--- config.mk ---
export PLATFORM = sky130hd
export DESIGN_NAME = ook_pulse_width_decoder_flat
export DESIGN_NICKNAME = d
export VERILOG_FILES = /design/src/design/ookpwd_pkg.sv /design/src/design/ookpwd_if.sv /design/src/design/ook_pulse_width_decoder.sv /design/src/design/ookpwd_ram.sv /design/src/design/ookpwd_div.sv /design/src/flat_wrapper.sv
export SDC_FILE = /design/constraint.sdc
export NUM_CORES = 1
export LEC_CHECK = 0
export ABC_CLOCK_PERIOD_IN_PS = 4300
export BUFFER_PORTS_ARGS = -buffer_cell sky130_fd_sc_hd__buf_2
export CAP_MARGIN = 20
export CORE_UTILIZATION = 47
export DETAILED_ROUTE_END_ITERATION = 10
export PLACE_DENSITY_LB_ADDON = 0.1
export SLEW_MARGIN = 20
export SYNTH_ARGS = -nofsm -noshare
export SYNTH_HDL_FRONTEND = slang
export SYNTH_SLANG_ARGS = --single-unit
export TNS_END_PERCENT = 20
--- constraint.sdc ---
create_clock -name clk_i -period 4.3 [get_ports clk_i]
set_clock_uncertainty 0.05 [all_clocks]
set_input_delay 1.29 -clock clk_i [delete_from_list [all_inputs] [get_ports clk_i]]
set_output_delay 1.29 -clock clk_i [all_outputs]
set_load 0.1 [all_outputs]
--- src/design/ookpwd_pkg.sv ---
// Shared types and constants of the OOK pulse-width decoder.
package ookpwd_pkg;

  localparam int unsigned WIDTH_W     = 15;
  localparam int unsigned SUM_W       = 16;
  localparam int unsigned COUNT_W     = 7;
  localparam int unsigned BYTE_W      = 8;
  localparam int unsigned STORE_DEPTH = 8;
  localparam int unsigned STORE_AW    = 3;
  localparam int unsigned TOTAL_W     = 4;
  localparam int unsigned PADDR_W     = 3;
  localparam int unsigned PDATA_W     = 32;
  localparam int unsigned DIV_STEPS   = 16;
  localparam int unsigned DIV_CNT_W   = 5;

  localparam logic [1:0] KIND_BIT     = 2'd0;
  localparam logic [1:0] KIND_SUMMARY = 2'd1;
  localparam logic [1:0] KIND_BYTE    = 2'd2;
  localparam logic [1:0] KIND_END     = 2'd3;

  localparam logic REG_SPARSE_MODE = 1'b0;

  typedef struct packed {
    logic [1:0]         kind;
    logic               bit_value;
    logic [BYTE_W-1:0]  byte_value;
    logic [COUNT_W-1:0] pair_count;
    logic [SUM_W-1:0]   average_width;
    logic               final_res;
  } result_t;

  typedef struct packed {
    logic busy;
    logic done;
  } div_stat_t;

endpackage

--- src/design/ookpwd_if.sv ---
// Channel interfaces: pulse input and decoded result output.
interface ookpwd_pulse_if;
  logic        valid;
  logic        ready;
  logic [14:0] pulse_width;
  logic        train_end;

  modport source (output valid, output pulse_width, output train_end, input ready);
  modport sink (input valid, input pulse_width, input train_end, output ready);
endinterface

interface ookpwd_result_if;
  logic        valid;
  logic        ready;
  logic [1:0]  kind;
  logic        bit_value;
  logic [7:0]  byte_value;
  logic [6:0]  pair_count;
  logic [15:0] average_width;
  logic        final_res;

  modport source (output valid, output kind, output bit_value, output byte_value,
                  output pair_count, output average_width, output final_res,
                  input ready);
  modport sink (input valid, input kind, input bit_value, input byte_value,
                input pair_count, input average_width, input final_res,
                output ready);
endinterface

--- src/design/ook_pulse_width_decoder.sv ---
// Top level of the OOK pulse-width decoder: train sequencer and config port.
//
// Pulse widths enter on pulse_i, one transaction per pulse, train_end set on
// the last pulse of a train. The first pulse of a train is the sync pulse;
// each later pair of widths gives one bit. Results leave on result_o from an
// output register. A write to sparse_mode (byte address 0) over the APB port
// is taken at the access cycle; pready is always high.
// A bit result passes from the S_BIT state into the output register before it
// is valid on result_o. A pulse without a result leaves the sequencer idle,
// so the input stays free for the next pulse.
// End of train in dense mode: the average comes from a restoring divider
// (S_DIV_GO, S_DIV_WAIT) and is loaded in S_SUM; each stored byte then takes
// one store read and one output load, and the end marker a final store check
// and the load. In sparse mode the readout skips the divider and the summary.
// pulse_i.ready is high only while the sequencer is idle.
// A stalled receiver holds the current result in the output register and
// halts the sequencer; nothing is dropped.
// Reset clears the train state, the sparse_mode register and the output
// register; the byte store needs no clearing.
module ook_pulse_width_decoder #(
  parameter int unsigned MAX_PULSES = 128
) (
  input  logic                           clk_i,
  input  logic                           rst_ni,
  ookpwd_pulse_if.sink                   pulse_i,
  ookpwd_result_if.source                result_o,
  input  logic                           psel,
  input  logic                           penable,
  input  logic                           pwrite,
  input  logic [ookpwd_pkg::PADDR_W-1:0] paddr,
  input  logic [ookpwd_pkg::PDATA_W-1:0] pwdata,
  output logic [ookpwd_pkg::PDATA_W-1:0] prdata,
  output logic                           pready
);
  import ookpwd_pkg::*;

  localparam int unsigned POS_W = $clog2(MAX_PULSES + 1);

  typedef enum logic [2:0] {
    S_IDLE, S_BIT, S_DIV_GO, S_DIV_WAIT, S_SUM, S_RD, S_BYTE, S_END
  } state_e;

  state_e               state_q;
  logic                 sparse_q;
  logic [POS_W-1:0]     pos_q;
  logic [WIDTH_W-1:0]   held_q;
  logic [SUM_W-1:0]     sum_q;
  logic [COUNT_W-1:0]   pairs_q;
  logic [2:0]           bits_q;
  logic [BYTE_W-1:0]    shift_q;
  logic [TOTAL_W-1:0]   total_q;
  logic [TOTAL_W-1:0]   rd_idx_q;
  logic                 bit_q;
  logic                 last_q;
  logic                 out_valid_q;
  result_t              out_q;

  logic                 accept;
  logic                 out_free;
  logic                 out_load;
  logic                 pos_ok;
  logic                 is_pair;
  logic                 is_first;
  logic                 bit_d;
  logic [WIDTH_W-1:0]   short_w;
  logic [SUM_W-1:0]     sum_d;
  logic [BYTE_W-1:0]    shift_d;
  logic                 ram_we;
  logic                 ram_re;
  logic [BYTE_W-1:0]    ram_rdata;
  logic                 div_start;
  div_stat_t            div_stat;
  logic [SUM_W-1:0]     quotient;
  logic [SUM_W-1:0]     avg;
  logic                 cfg_we;

  assign accept   = pulse_i.valid && pulse_i.ready;
  assign out_free = !out_valid_q || result_o.ready;
  assign out_load = out_free && (state_q inside {S_BIT, S_SUM, S_BYTE, S_END});

  assign pos_ok   = pos_q < POS_W'(MAX_PULSES);
  assign is_pair  = pos_ok && (pos_q != '0) && !pos_q[0];
  assign is_first = pos_ok && pos_q[0];
  assign bit_d    = !(held_q < pulse_i.pulse_width);
  assign short_w  = bit_d ? pulse_i.pulse_width : held_q;
  assign sum_d    = sum_q + SUM_W'(short_w);
  assign shift_d  = {shift_q[BYTE_W-2:0], bit_d};

  assign ram_we    = accept && is_pair && (bits_q == 3'd7) && !total_q[TOTAL_W-1];
  assign ram_re    = (state_q == S_RD) && (rd_idx_q < total_q);
  assign div_start = (state_q == S_DIV_GO);
  assign avg       = (pairs_q == '0) ? '0 : {quotient[SUM_W-3:0], 2'b00};

  assign cfg_we = psel && penable && pwrite && (paddr[2] == REG_SPARSE_MODE);
  assign pready = 1'b1;
  assign prdata = (paddr[2] == REG_SPARSE_MODE) ? PDATA_W'(sparse_q) : '0;

  ookpwd_ram #(
    .WIDTH (BYTE_W),
    .DEPTH (STORE_DEPTH)
  ) u_store (
    .clk_i   (clk_i),
    .we_i    (ram_we),
    .waddr_i (total_q[STORE_AW-1:0]),
    .wdata_i (shift_d),
    .re_i    (ram_re),
    .raddr_i (rd_idx_q[STORE_AW-1:0]),
    .rdata_o (ram_rdata)
  );

  ookpwd_div u_div (
    .clk_i      (clk_i),
    .rst_ni     (rst_ni),
    .start_i    (div_start),
    .dividend_i (sum_q),
    .divisor_i  (pairs_q),
    .stat_o     (div_stat),
    .quotient_o (quotient)
  );

  always_ff @(posedge clk_i or negedge rst_ni) begin
    if (!rst_ni) begin
      state_q     <= S_IDLE;
      sparse_q    <= 1'b0;
      pos_q       <= '0;
      held_q      <= '0;
      sum_q       <= '0;
      pairs_q     <= '0;
      bits_q      <= '0;
      shift_q     <= '0;
      total_q     <= '0;
      rd_idx_q    <= '0;
      bit_q       <= 1'b0;
      last_q      <= 1'b0;
      out_valid_q <= 1'b0;
      out_q       <= '0;
    end else begin
      if (cfg_we) begin
        sparse_q <= pwdata[0];
      end
      out_valid_q <= out_load || (out_valid_q && !result_o.ready);
      case (state_q)
        S_IDLE: begin
          if (accept) begin
            last_q <= pulse_i.train_end;
            bit_q  <= bit_d;
            if (pos_ok) begin
              pos_q <= pos_q + POS_W'(1);
            end
            if (is_first) begin
              held_q <= pulse_i.pulse_width;
            end
            if (is_pair) begin
              sum_q   <= sum_d;
              pairs_q <= pairs_q + COUNT_W'(1);
              bits_q  <= bits_q + 3'd1;
              shift_q <= (bits_q == 3'd7) ? '0 : shift_d;
              if (ram_we) begin
                total_q <= total_q + TOTAL_W'(1);
              end
            end
            if (is_pair && !sparse_q) begin
              state_q <= S_BIT;
            end else if (pulse_i.train_end) begin
              state_q <= sparse_q ? S_RD : S_DIV_GO;
            end
          end
        end
        S_BIT: begin
          if (out_free) begin
            out_q <= {KIND_BIT, bit_q, BYTE_W'(0), COUNT_W'(0), SUM_W'(0), 1'b0};
            if (!last_q) begin
              state_q <= S_IDLE;
            end else begin
              state_q <= sparse_q ? S_RD : S_DIV_GO;
            end
          end
        end
        S_DIV_GO: begin
          state_q <= S_DIV_WAIT;
        end
        S_DIV_WAIT: begin
          if (div_stat.done) begin
            state_q <= S_SUM;
          end
        end
        S_SUM: begin
          if (out_free) begin
            out_q   <= {KIND_SUMMARY, 1'b0, BYTE_W'(0), pairs_q, avg, 1'b0};
            state_q <= S_RD;
          end
        end
        S_RD: begin
          state_q <= ram_re ? S_BYTE : S_END;
        end
        S_BYTE: begin
          if (out_free) begin
            out_q    <= {KIND_BYTE, 1'b0, ram_rdata, COUNT_W'(0), SUM_W'(0), 1'b0};
            rd_idx_q <= rd_idx_q + TOTAL_W'(1);
            state_q  <= S_RD;
          end
        end
        S_END: begin
          if (out_free) begin
            out_q    <= {KIND_END, 1'b0, BYTE_W'(0), COUNT_W'(0), SUM_W'(0), 1'b1};
            pos_q    <= '0;
            held_q   <= '0;
            sum_q    <= '0;
            pairs_q  <= '0;
            bits_q   <= '0;
            shift_q  <= '0;
            total_q  <= '0;
            rd_idx_q <= '0;
            state_q  <= S_IDLE;
          end
        end
        default: begin
          state_q <= S_IDLE;
        end
      endcase
    end
  end

  assign pulse_i.ready          = (state_q == S_IDLE);
  assign result_o.valid         = out_valid_q;
  assign result_o.kind          = out_q.kind;
  assign result_o.bit_value     = out_q.bit_value;
  assign result_o.byte_value    = out_q.byte_value;
  assign result_o.pair_count    = out_q.pair_count;
  assign result_o.average_width = out_q.average_width;
  assign result_o.final_res     = out_q.final_res;

`ifndef SYNTHESIS
  a_total_bound: assert property (@(posedge clk_i) disable iff (!rst_ni)
    total_q <= TOTAL_W'(STORE_DEPTH))
    else $error("byte count exceeds store depth");

  a_final_is_end: assert property (@(posedge clk_i) disable iff (!rst_ni)
    result_o.valid && result_o.final_res |-> result_o.kind == KIND_END)
    else $error("final flag on a result that is not the end marker");

  a_div_done_wait: assert property (@(posedge clk_i) disable iff (!rst_ni)
    div_stat.done |-> state_q == S_DIV_WAIT)
    else $error("divider finished outside the wait state");

  a_end_leaves_idle: assert property (@(posedge clk_i) disable iff (!rst_ni)
    accept && pulse_i.train_end |=> state_q != S_IDLE)
    else $error("end of train did not start the readout");

  a_rd_idx_bound: assert property (@(posedge clk_i) disable iff (!rst_ni)
    rd_idx_q <= total_q)
    else $error("readout index passed the byte count");
`endif

endmodule

--- src/design/ookpwd_ram.sv ---
// Generic single-write, single-read RAM with registered read data.
module ookpwd_ram #(
  parameter int unsigned WIDTH = 8,
  parameter int unsigned DEPTH = 8
) (
  input  logic                     clk_i,
  input  logic                     we_i,
  input  logic [$clog2(DEPTH)-1:0] waddr_i,
  input  logic [WIDTH-1:0]         wdata_i,
  input  logic                     re_i,
  input  logic [$clog2(DEPTH)-1:0] raddr_i,
  output logic [WIDTH-1:0]         rdata_o
);

  logic [WIDTH-1:0] mem_q [DEPTH];
  logic [WIDTH-1:0] rdata_q;

  always_ff @(posedge clk_i) begin
    if (we_i) begin
      mem_q[waddr_i] <= wdata_i;
    end
    if (re_i) begin
      rdata_q <= mem_q[raddr_i];
    end
  end

  assign rdata_o = rdata_q;

endmodule

--- src/design/ookpwd_div.sv ---
// Restoring divider, one quotient bit per cycle, for the average pulse width.
module ookpwd_div (
  input  logic                           clk_i,
  input  logic                           rst_ni,
  input  logic                           start_i,
  input  logic [ookpwd_pkg::SUM_W-1:0]   dividend_i,
  input  logic [ookpwd_pkg::COUNT_W-1:0] divisor_i,
  output ookpwd_pkg::div_stat_t          stat_o,
  output logic [ookpwd_pkg::SUM_W-1:0]   quotient_o
);
  import ookpwd_pkg::*;

  logic [SUM_W-1:0]     quo_q;
  logic [COUNT_W-1:0]   rem_q;
  logic [COUNT_W-1:0]   dsr_q;
  logic [DIV_CNT_W-1:0] cnt_q;
  logic                 busy_q;
  logic                 done_q;
  logic [COUNT_W:0]     trial;
  logic                 ge;
  logic [COUNT_W:0]     diff;

  assign trial = {rem_q, quo_q[SUM_W-1]};
  assign ge    = trial >= {1'b0, dsr_q};
  assign diff  = trial - {1'b0, dsr_q};

  always_ff @(posedge clk_i or negedge rst_ni) begin
    if (!rst_ni) begin
      busy_q <= 1'b0;
      done_q <= 1'b0;
      cnt_q  <= '0;
    end else begin
      done_q <= 1'b0;
      if (start_i) begin
        busy_q <= 1'b1;
        cnt_q  <= DIV_CNT_W'(DIV_STEPS);
      end else if (busy_q) begin
        cnt_q <= cnt_q - DIV_CNT_W'(1);
        if (cnt_q == DIV_CNT_W'(1)) begin
          busy_q <= 1'b0;
          done_q <= 1'b1;
        end
      end
    end
  end

  always_ff @(posedge clk_i) begin
    if (start_i) begin
      quo_q <= dividend_i;
      rem_q <= '0;
      dsr_q <= divisor_i;
    end else if (busy_q) begin
      quo_q <= {quo_q[SUM_W-2:0], ge};
      rem_q <= ge ? diff[COUNT_W-1:0] : trial[COUNT_W-1:0];
    end
  end

  assign stat_o.busy = busy_q;
  assign stat_o.done = done_q;
  assign quotient_o  = quo_q;

endmodule
--- src/flat_wrapper.sv ---
// flat-port wrapper written by rule: the top's interface ports become plain ports
module ook_pulse_width_decoder_flat import ookpwd_pkg::*;
#(
  parameter int unsigned MAX_PULSES = 128
)
  (clk_i, rst_ni, psel, penable, pwrite, paddr, pwdata, prdata, pready, pulse_i_valid, pulse_i_pulse_width, pulse_i_train_end, pulse_i_ready, result_o_valid, result_o_kind, result_o_bit_value, result_o_byte_value, result_o_pair_count, result_o_average_width, result_o_final_res, result_o_ready);
  ookpwd_pulse_if pulse_i_i ();
  ookpwd_result_if result_o_i ();
  input  logic clk_i;
  input  logic rst_ni;
  input  logic psel;
  input  logic penable;
  input  logic pwrite;
  input  logic [ookpwd_pkg::PADDR_W-1:0] paddr;
  input  logic [ookpwd_pkg::PDATA_W-1:0] pwdata;
  output logic [ookpwd_pkg::PDATA_W-1:0] prdata;
  output logic pready;
  input wire logic [$bits(pulse_i_i.valid)-1:0] pulse_i_valid;
  input wire logic [$bits(pulse_i_i.pulse_width)-1:0] pulse_i_pulse_width;
  input wire logic [$bits(pulse_i_i.train_end)-1:0] pulse_i_train_end;
  output wire logic [$bits(pulse_i_i.ready)-1:0] pulse_i_ready;
  output wire logic [$bits(result_o_i.valid)-1:0] result_o_valid;
  output wire logic [$bits(result_o_i.kind)-1:0] result_o_kind;
  output wire logic [$bits(result_o_i.bit_value)-1:0] result_o_bit_value;
  output wire logic [$bits(result_o_i.byte_value)-1:0] result_o_byte_value;
  output wire logic [$bits(result_o_i.pair_count)-1:0] result_o_pair_count;
  output wire logic [$bits(result_o_i.average_width)-1:0] result_o_average_width;
  output wire logic [$bits(result_o_i.final_res)-1:0] result_o_final_res;
  input wire logic [$bits(result_o_i.ready)-1:0] result_o_ready;
  assign pulse_i_i.valid = pulse_i_valid;
  assign pulse_i_i.pulse_width = pulse_i_pulse_width;
  assign pulse_i_i.train_end = pulse_i_train_end;
  assign pulse_i_ready = pulse_i_i.ready;
  assign result_o_valid = result_o_i.valid;
  assign result_o_kind = result_o_i.kind;
  assign result_o_bit_value = result_o_i.bit_value;
  assign result_o_byte_value = result_o_i.byte_value;
  assign result_o_pair_count = result_o_i.pair_count;
  assign result_o_average_width = result_o_i.average_width;
  assign result_o_final_res = result_o_i.final_res;
  assign result_o_i.ready = result_o_ready;
  ook_pulse_width_decoder #(.MAX_PULSES(MAX_PULSES)) u_core (.clk_i(clk_i), .rst_ni(rst_ni), .pulse_i(pulse_i_i), .result_o(result_o_i), .psel(psel), .penable(penable), .pwrite(pwrite), .paddr(paddr), .pwdata(pwdata), .prdata(prdata), .pready(pready));
endmodule
==> reports/qor.yml, run 1 <==
route:
  wire_per_inst_um: 16.4
  ant_nets: 0
  route.detailed.drc: 0
  drt_iter0_drc: 371
  dr.pass1.iters: 4
  num_vias: 7036
  via_per_inst: 5.21
  routed_wl_um: 22200
setup_path:
  start_kind: "primary input"
  r2r-start: "u_core.held_q[4]"
  slowest_delay_ps: 470
  cp-end-kind: "flip-flop"
  rr_endpoint: "u_core.sum_q[14]"
  reg2reg_slack_ps: 590
  reg2reg_depth: 14
  cp.depth: 16
  slowest_stage: "or3b_2"
  cp.required_ps: 4640
  cp_max_fo: 6
  worstSetupPathType: "primary input to flip-flop"
  path_buf_inv: 3
  critical_path_arrival_ps: 4500
  cp_common_cell: "buf_4"
  path_cells: "buf_4 > inv_8 > ha_4 > a21o_1 > a211o_1 > a41oi_2 > o41ai_4 > nor2_4 > buf_4 > mux2_2 > ha_1 > a21oi_2 > or3b_2 > o21ai_2 > xor2_1 > o21ai_1"
  crit_family: "compound AO/OA/AOI/OAI gates"
timing:
  fin_tns_setup_ps: 0
  setup_viol_count_final: 0
  slew_violations: 0
  post-route-period-util: 0.968
  tightest_slew_ps: 992
  max_freq_mhz: 240
  max_slew_margin: 0.336
  min_period_ps: 4160
  finalHoldViolCount: 0
yosys:
  synth.distinct_cells: 75
  synth_top_cell_by_area: "edfxtp_1"
  synth_edf_count: 95
  ys_seq_area_frac: 0.539
  synth_seq_cells: 213
  async_reset_ff_frac: 0.521
  netlist_area_um2: 10700
  ys_warn_count: 0
  syn_inst: 932
  ys_top_cells_by_area: "edfxtp_1 27%, dfrtp_1 26%, ha_1 6.0%"
  synthFlopType: "dfrtp_1"
  synthDominantCellAreaShare: 0.267
  syn_area_per_cell_um2: 11.5
finish:
  nets: 1165
  final_common_cell: "nand2_1"
  antennaDiodeCount: 0
  utilization: 0.571
  area_delta_synth_final_pct: 18.0
  drive_gt1_frac: 0.251
  mostFrequentLayoutCells: "145 x nand2_1, 111 x dfrtp_1, 95 x edfxtp_1"
clocking:
  cts_root_buffer: "clkbuf_16"
  htreeDepth: 1
  cts_max_path_buffers: 3
  clk_latency_ps: 510
  clk_pin_slew_ps: 60
  cts_tree: "built"
  clkSinkCount: 213
  hold_buffers: 0
  numCtsBuffers: 23
floorplan:
  chipHeight_um: 153
  core_area_um2: 22100
  ios: 128
  dieArea_um2: 23400
  start_util: 0.484
  die_w_um: 153
  num_rows: 54
power_and_ir_drop:
  p_leak_nw: 5.70
  cellPowerDensity_nw_per_um2: 745
  vdd_drop_max_mv: 0.426
  p_total_mw: 9.41
grt:
  grt_first_pass_wirelength_um: 35800
  overflow: 0
  antenna_found_initial: 0
  grt_pass1_vias: 6738
  grtUsageTotal: 0.192
  grt_max_degree: 52
hold_path:
  whs_path_depth: 1
  min_path_type: "flip-flop to flip-flop"
  hp-start: "u_core.u_store.rdata_o[6]"
  hold_end: "u_core.result_o.byte_value[6]"
place:
  dp_hpwl_um: 14900
  port_buffers: 60
  place.gp.congestion: 0.809
run:
  max-cap-violations: 0
status:
  status: "completed"
[metrics by stage]
step           setup slack [ps]  hold WS, ps  instance area, um2  std cells
2_1_floorplan             -74.7          393               10900        964
3_3_place_gp               -473          402               11700       1304
3_5_place_dp               -494          408               11700       1304
4_1_cts                    14.5          415               12400       1346
5_1_grt                   -22.2          434               12600       1351
6_report                    137          414               12600       1351
[flip-flops by register name, summed over array words and instances (netlist names), 2 cells and up]
| name | flops |
|---|---|
| u_core.bits_q | 3 |
| u_core.held_q | 15 |
| u_core.pairs_q | 7 |
| u_core.pos_q | 8 |
| u_core.rd_idx_q | 4 |
| u_core.result_o.average_width | 14 |
| u_core.result_o.byte_value | 8 |
| u_core.result_o.kind | 2 |
| u_core.result_o.pair_count | 7 |
| u_core.shift_q | 7 |
| u_core.state_q | 3 |
| u_core.sum_q | 16 |
| u_core.total_q | 4 |
| u_core.u_div.cnt_q | 5 |
| u_core.u_div.dsr_q | 7 |
| u_core.u_div.quotient_o | 16 |
| u_core.u_div.rem_q | 7 |
| u_core.u_store.mem_q | 64 |
| u_core.u_store.rdata_o | 8 |
[cells by family after synthesis]
logic type / after synthesis / synth area share
other: 2 / 0.000702
AO/OA/AOI/OAI: 190 / 0.122
flip-flops: 213 / 0.539
AND/OR/NAND/NOR: 279 / 0.124
adder cells (fa/ha/maj): 53 / 0.0634
buffers and inverters: 116 / 0.0583
XOR/XNOR: 30 / 0.0246
multiplexers: 49 / 0.0676
[area by class of cell]
cell class | instances | area (um2)
Fill cell | 1881 | 9470
Timing Repair Buffer | 139 | 906
Clock buffer | 32 | 639
Sequential cell | 213 | 5770
Multi-Input combinational cell | 635 | 4690
Inverter | 42 | 165
Tap cell | 280 | 350
Clock inverter | 10 | 103
[report_power, final]
group	switching (mW)	internal (mW)	leakage, nW	total, mW
combinational	2.62	1.70	2.92	4.33
sequential	0.467	2.68	2.42	3.15
clock	0.776	1.16	0.363	1.93
total	3.87	5.54	5.70	9.41
[worst max-delay path by stage]
| stage | endpoint | start | slack, ps |
|---|---|---|---|
| after CTS | u_core.sum_q[10] | pulse_i_pulse_width[4] | 10 |
| after detailed placement | u_core.sum_q[14] | pulse_i_pulse_width[4] | -490 |
| after global placement | u_core.sum_q[12] | pulse_i_pulse_width[2] | -470 |
| after floorplan | u_core.sum_q[13] | pulse_i_pulse_width[4] | -70 |
| final | u_core.sum_q[14] | pulse_i_pulse_width[4] | 140 |
| after global routing | u_core.sum_q[10] | pulse_i_pulse_width[4] | -20 |
[cell usage after synthesis, drive strengths merged (3+ instances only)]
library cell	number
o211ai	3
or3	4
xnor2	16
nand2b	7
buf	51
a21oi	33
o21a	7
clkbuf	23
nor4b	3
a21o	14
edfxtp	95
inv	42
a211oi	3
nand2	145
mux2	26
a311o	3
or4b	4
nor4	7
o31ai	3
mux4	16
nor2	51
and2	3
dfxtp	7
ha	51
nand3	12
and4	4
mux2i	7
dfrtp	111
a22o	34
o21ai	67
a31oi	4
xor2	14
nor2b	7
nand4	6
nor3	14
nand3b	5
[per-layer routing]
metal  share of wire  track usage
met5               0            0
met4           0.019       0.0510
met3           0.041       0.0232
met2            0.46        0.300
met1            0.49        0.284
[repair_timing]
item,4_1_cts,5_1_grt
endpoints found under the setup margin,1,7
buffers inserted,0,4
gates resized for setup,1,34
gates cloned,0,1
pin swaps,0,15
hold endpoints to repair,0,0
[worst reg2reg max path, stage by stage, from the launching register on]
cell and delay (ps):
dfrtp_1 420, ha_4 260, a21o_1 180, a211o_1 260
a41oi_2 230, o41ai_4 100, nor2_4 220, buf_4 200
mux2_2 340, ha_1 240, a21oi_2 190, or3b_2 470
o21ai_2 180, xor2_1 170, o21ai_1 80
No activity file was read; power rests on OpenSTA's default activity.
==> run 2: changes to the inputs <==
- CELL_PAD_IN_SITES_DETAIL_PLACEMENT: default -> 0
- CELL_PAD_IN_SITES_GLOBAL_PLACEMENT: default -> 1
==> reports/qor.yml, run 2 (synthesis results as in run 1) <==
floorplan:
  die_w_um: 153  # unchanged
  ios: 128  # unchanged
  chipHeight_um: 153  # unchanged
  start_util: 0.484  # unchanged
  num_rows: 54  # unchanged
  core_area_um2: 22100  # unchanged
  dieArea_um2: 23400  # unchanged
setup_path:
  critical_path_arrival_ps: 4580  # +80 ps
  cp_max_fo: 6  # unchanged
  cp.required_ps: 4690  # +50 ps
  cp-end-kind: "flip-flop"
  worstSetupPathType: "primary input to flip-flop"
  start_kind: "primary input"
grt:
  grt_util_met1: 0.295  # +0.0115
  antenna_found_initial: 0  # unchanged
  overflow: 0  # unchanged
  top_usage_layer: "met2"
  grt_util_met2: 0.301  # +0.00109
  grt_max_degree: 47  # -9.6%
  met3_usage: 0.0255  # +0.00227
  grt_pass1_vias: 6879  # +2.1%
  grtUsageTotal: 0.196  # +0.00390
  grt_first_pass_wirelength_um: 36500  # +2.0%
clocking:
  numCtsBuffers: 24  # +4.3%
  cts_root_buffer: "clkbuf_16"
  hold_buffers: 0  # unchanged
  cts_max_path_buffers: 3  # unchanged
  clk_pin_slew_ps: 60  # about the same
  clkSinkCount: 213  # unchanged
  cts_tree: "built"
  clk_latency_ps: 520  # about the same
  htreeDepth: 1  # unchanged
timing:
  min_period_ps: 4190  # +29.6 ps
  max_freq_mhz: 239  # -0.71%
  tightest_slew_ps: 992  # +0.319 ps
  setup_ws_ps: 107  # -29.6 ps
  rsz0062_at_grt: "no"
  finalHoldViolCount: 0  # unchanged
  slew_violations: 0  # unchanged
  post-route-period-util: 0.975  # +0.00689
  setup_viol_count_final: 0  # unchanged
  max_slew_margin: 0.336  # about the same
place:
  place_area_um2: 11700  # +0.30%
  place.gp.congestion: 0.786  # -2.9%
  port_buffers: 60  # unchanged
  dp_hpwl_um: 15300  # +2.7%
  dp.cells: 1307  # +0.23%
  dp_slack_ps: -569  # -75.0 ps
finish:
  nets: 1166  # +0.086%
  design_area_um2: 12600  # -0.36%
  largest_reg_flops: 64  # unchanged
  regArea_um2: 5770  # unchanged
  final_common_cell: "nand2_1"
  mostFrequentLayoutCells: "145 x nand2_1, 111 x dfrtp_1, 95 x edfxtp_1"
  top_register: "u_core.u_store.mem_q"
  num-fill-cells: 1916  # +1.9%
  area_delta_synth_final_pct: 17.6
  final_cell_count_no_fill: 1353  # +0.15%
  drive_gt1_frac: 0.246  # -0.00513
  multi_input_area_um2: 4620  # -1.4%
  antennaDiodeCount: 0  # unchanged
route:
  route.detailed.drc: 0  # unchanged
  routed_wl_um: 22100  # -0.30%
  drt_iter0_drc: 336  # -9.4%
  ant_nets: 0  # unchanged
  wire_per_inst_um: 16.4  # -0.44%
  dr.pass1.iters: 5  # +1
  num_vias: 6966  # -0.99%
  via_per_inst: 5.15  # -1.1%
run:
  max-cap-violations: 0  # unchanged
power_and_ir_drop:
  clock_power_share: 0.204  # -0.002
  switchingPower_mw: 3.88  # +0.32%
  p_leak_nw: 5.69  # -0.18%
  cellPowerDensity_nw_per_um2: 743  # -0.34%
  power_frac_comb: 0.463  # +0.003
  internal-power_mw: 5.46  # -1.4%
  p_seq_frac: 0.333  # about the same
  vdd_drop_max_mv: 0.405  # -4.9%
  sw_frac_of_total: 0.415  # +0.00417
hold_path:
  min_path_type: "flip-flop to flip-flop"
status:
  status: "completed"
-- run 2: cell count changes in the layout (fill, tap and decap cells not counted), moves of 3 or more --
| cell | previous run | this run |
|---|---|---|
| clkbuf_1 | 6 | 2 |
| clkbuf_8 | 3 | 0 |
| ha_4 | 9 | 5 |
| ha_1 | 40 | 46 |
| clkinv_2 | 2 | 7 |
| clkinvlp_4 | 0 | 3 |
-- run 2: final timing paths --
| path | startpoint | slack [ps] | depth (start not counted) | end |
|---|---|---|---|---|
| setup / recovery | pulse_i_pulse_width[4] | 110 | 16 | u_core.sum_q[15] |
| hold / removal | u_core.u_store.rdata_o[7] | 420 | 1 | u_core.result_o.byte_value[7] |
| setup reg to reg | u_core.held_q[4] | 560 | 14 | u_core.sum_q[15] |
| hold reg to reg | u_core.u_store.rdata_o[7] | 420 | 1 | u_core.result_o.byte_value[7] |
| max in group asynchronous | rst_ni | 2640 | 2 | u_core.result_o.average_width[13] |
| min in group asynchronous | rst_ni | 730 | 1 | u_core.result_o.kind[1] |
-- run 2: power by group through the flow --
stage | logic [mW] | clock network (mW) | registers, mW
global placement | 4.20 | 0 | 3.14
finish | 4.32 | 1.91 | 3.11
floorplan | 2.64 | 0 | 3.63
global route | 4.77 | 2.03 | 3.19
detailed placement | 4.24 | 0 | 3.15
CTS | 4.25 | 1.96 | 3.11
-- run 2: layout make-up --
type                    count  share of cell area
repair buffers            139              0.0738
multi-input cells         635               0.368
clock inverters            18              0.0104
well taps                 280              0.0279
inverters                  42              0.0131
flip-flops and latches    213               0.459
clock buffers              26              0.0483
-- run 2: timing repair --
action | 4_1_cts | 5_1_grt
setup endpoints to repair | 1 | 8
endpoints found under the hold margin | 0 | 0
cloned | 0 | 1
setup buffers | 0 | 1
pin swaps | 0 | 11
resized for setup | 1 | 19
-- run 2: metrics by stage --
stage	hold WS, ps	power, mW	util	setup TNS, ps
final	421	9.34	0.569	0
after global routing	437	9.99	0.569	0
after CTS	420	9.33	0.564	0
after detailed placement	400	7.39	0.530	-4020
after global placement	403	7.34	0.530	-3780
after floorplan	393	6.27	-	-227
-- run 2: critical path, stage by stage --
cell and delay, ps:
buf_4 130, inv_8 50, ha_4 180, a21o_1 180, a211o_1 260, a41oi_2 240, o41ai_4 100, nor2_4 170
clkbuf_16 180, mux2_2 340, ha_1 420, nand2_1 150, o21ai_4 250, a31oi_4 130, or3_1 380, a21oi_1 120
-- run 2: routing by layer --
metal | routed length [um] | vias up | share of wire
met5 | 0 | - | 0
met4 | 420 | 0 | 0.019
met3 | 813 | 32 | 0.037
met2 | 9870 | 105 | 0.45
met1 | 11000 | 3294 | 0.50
li1 | - | 3535 | -
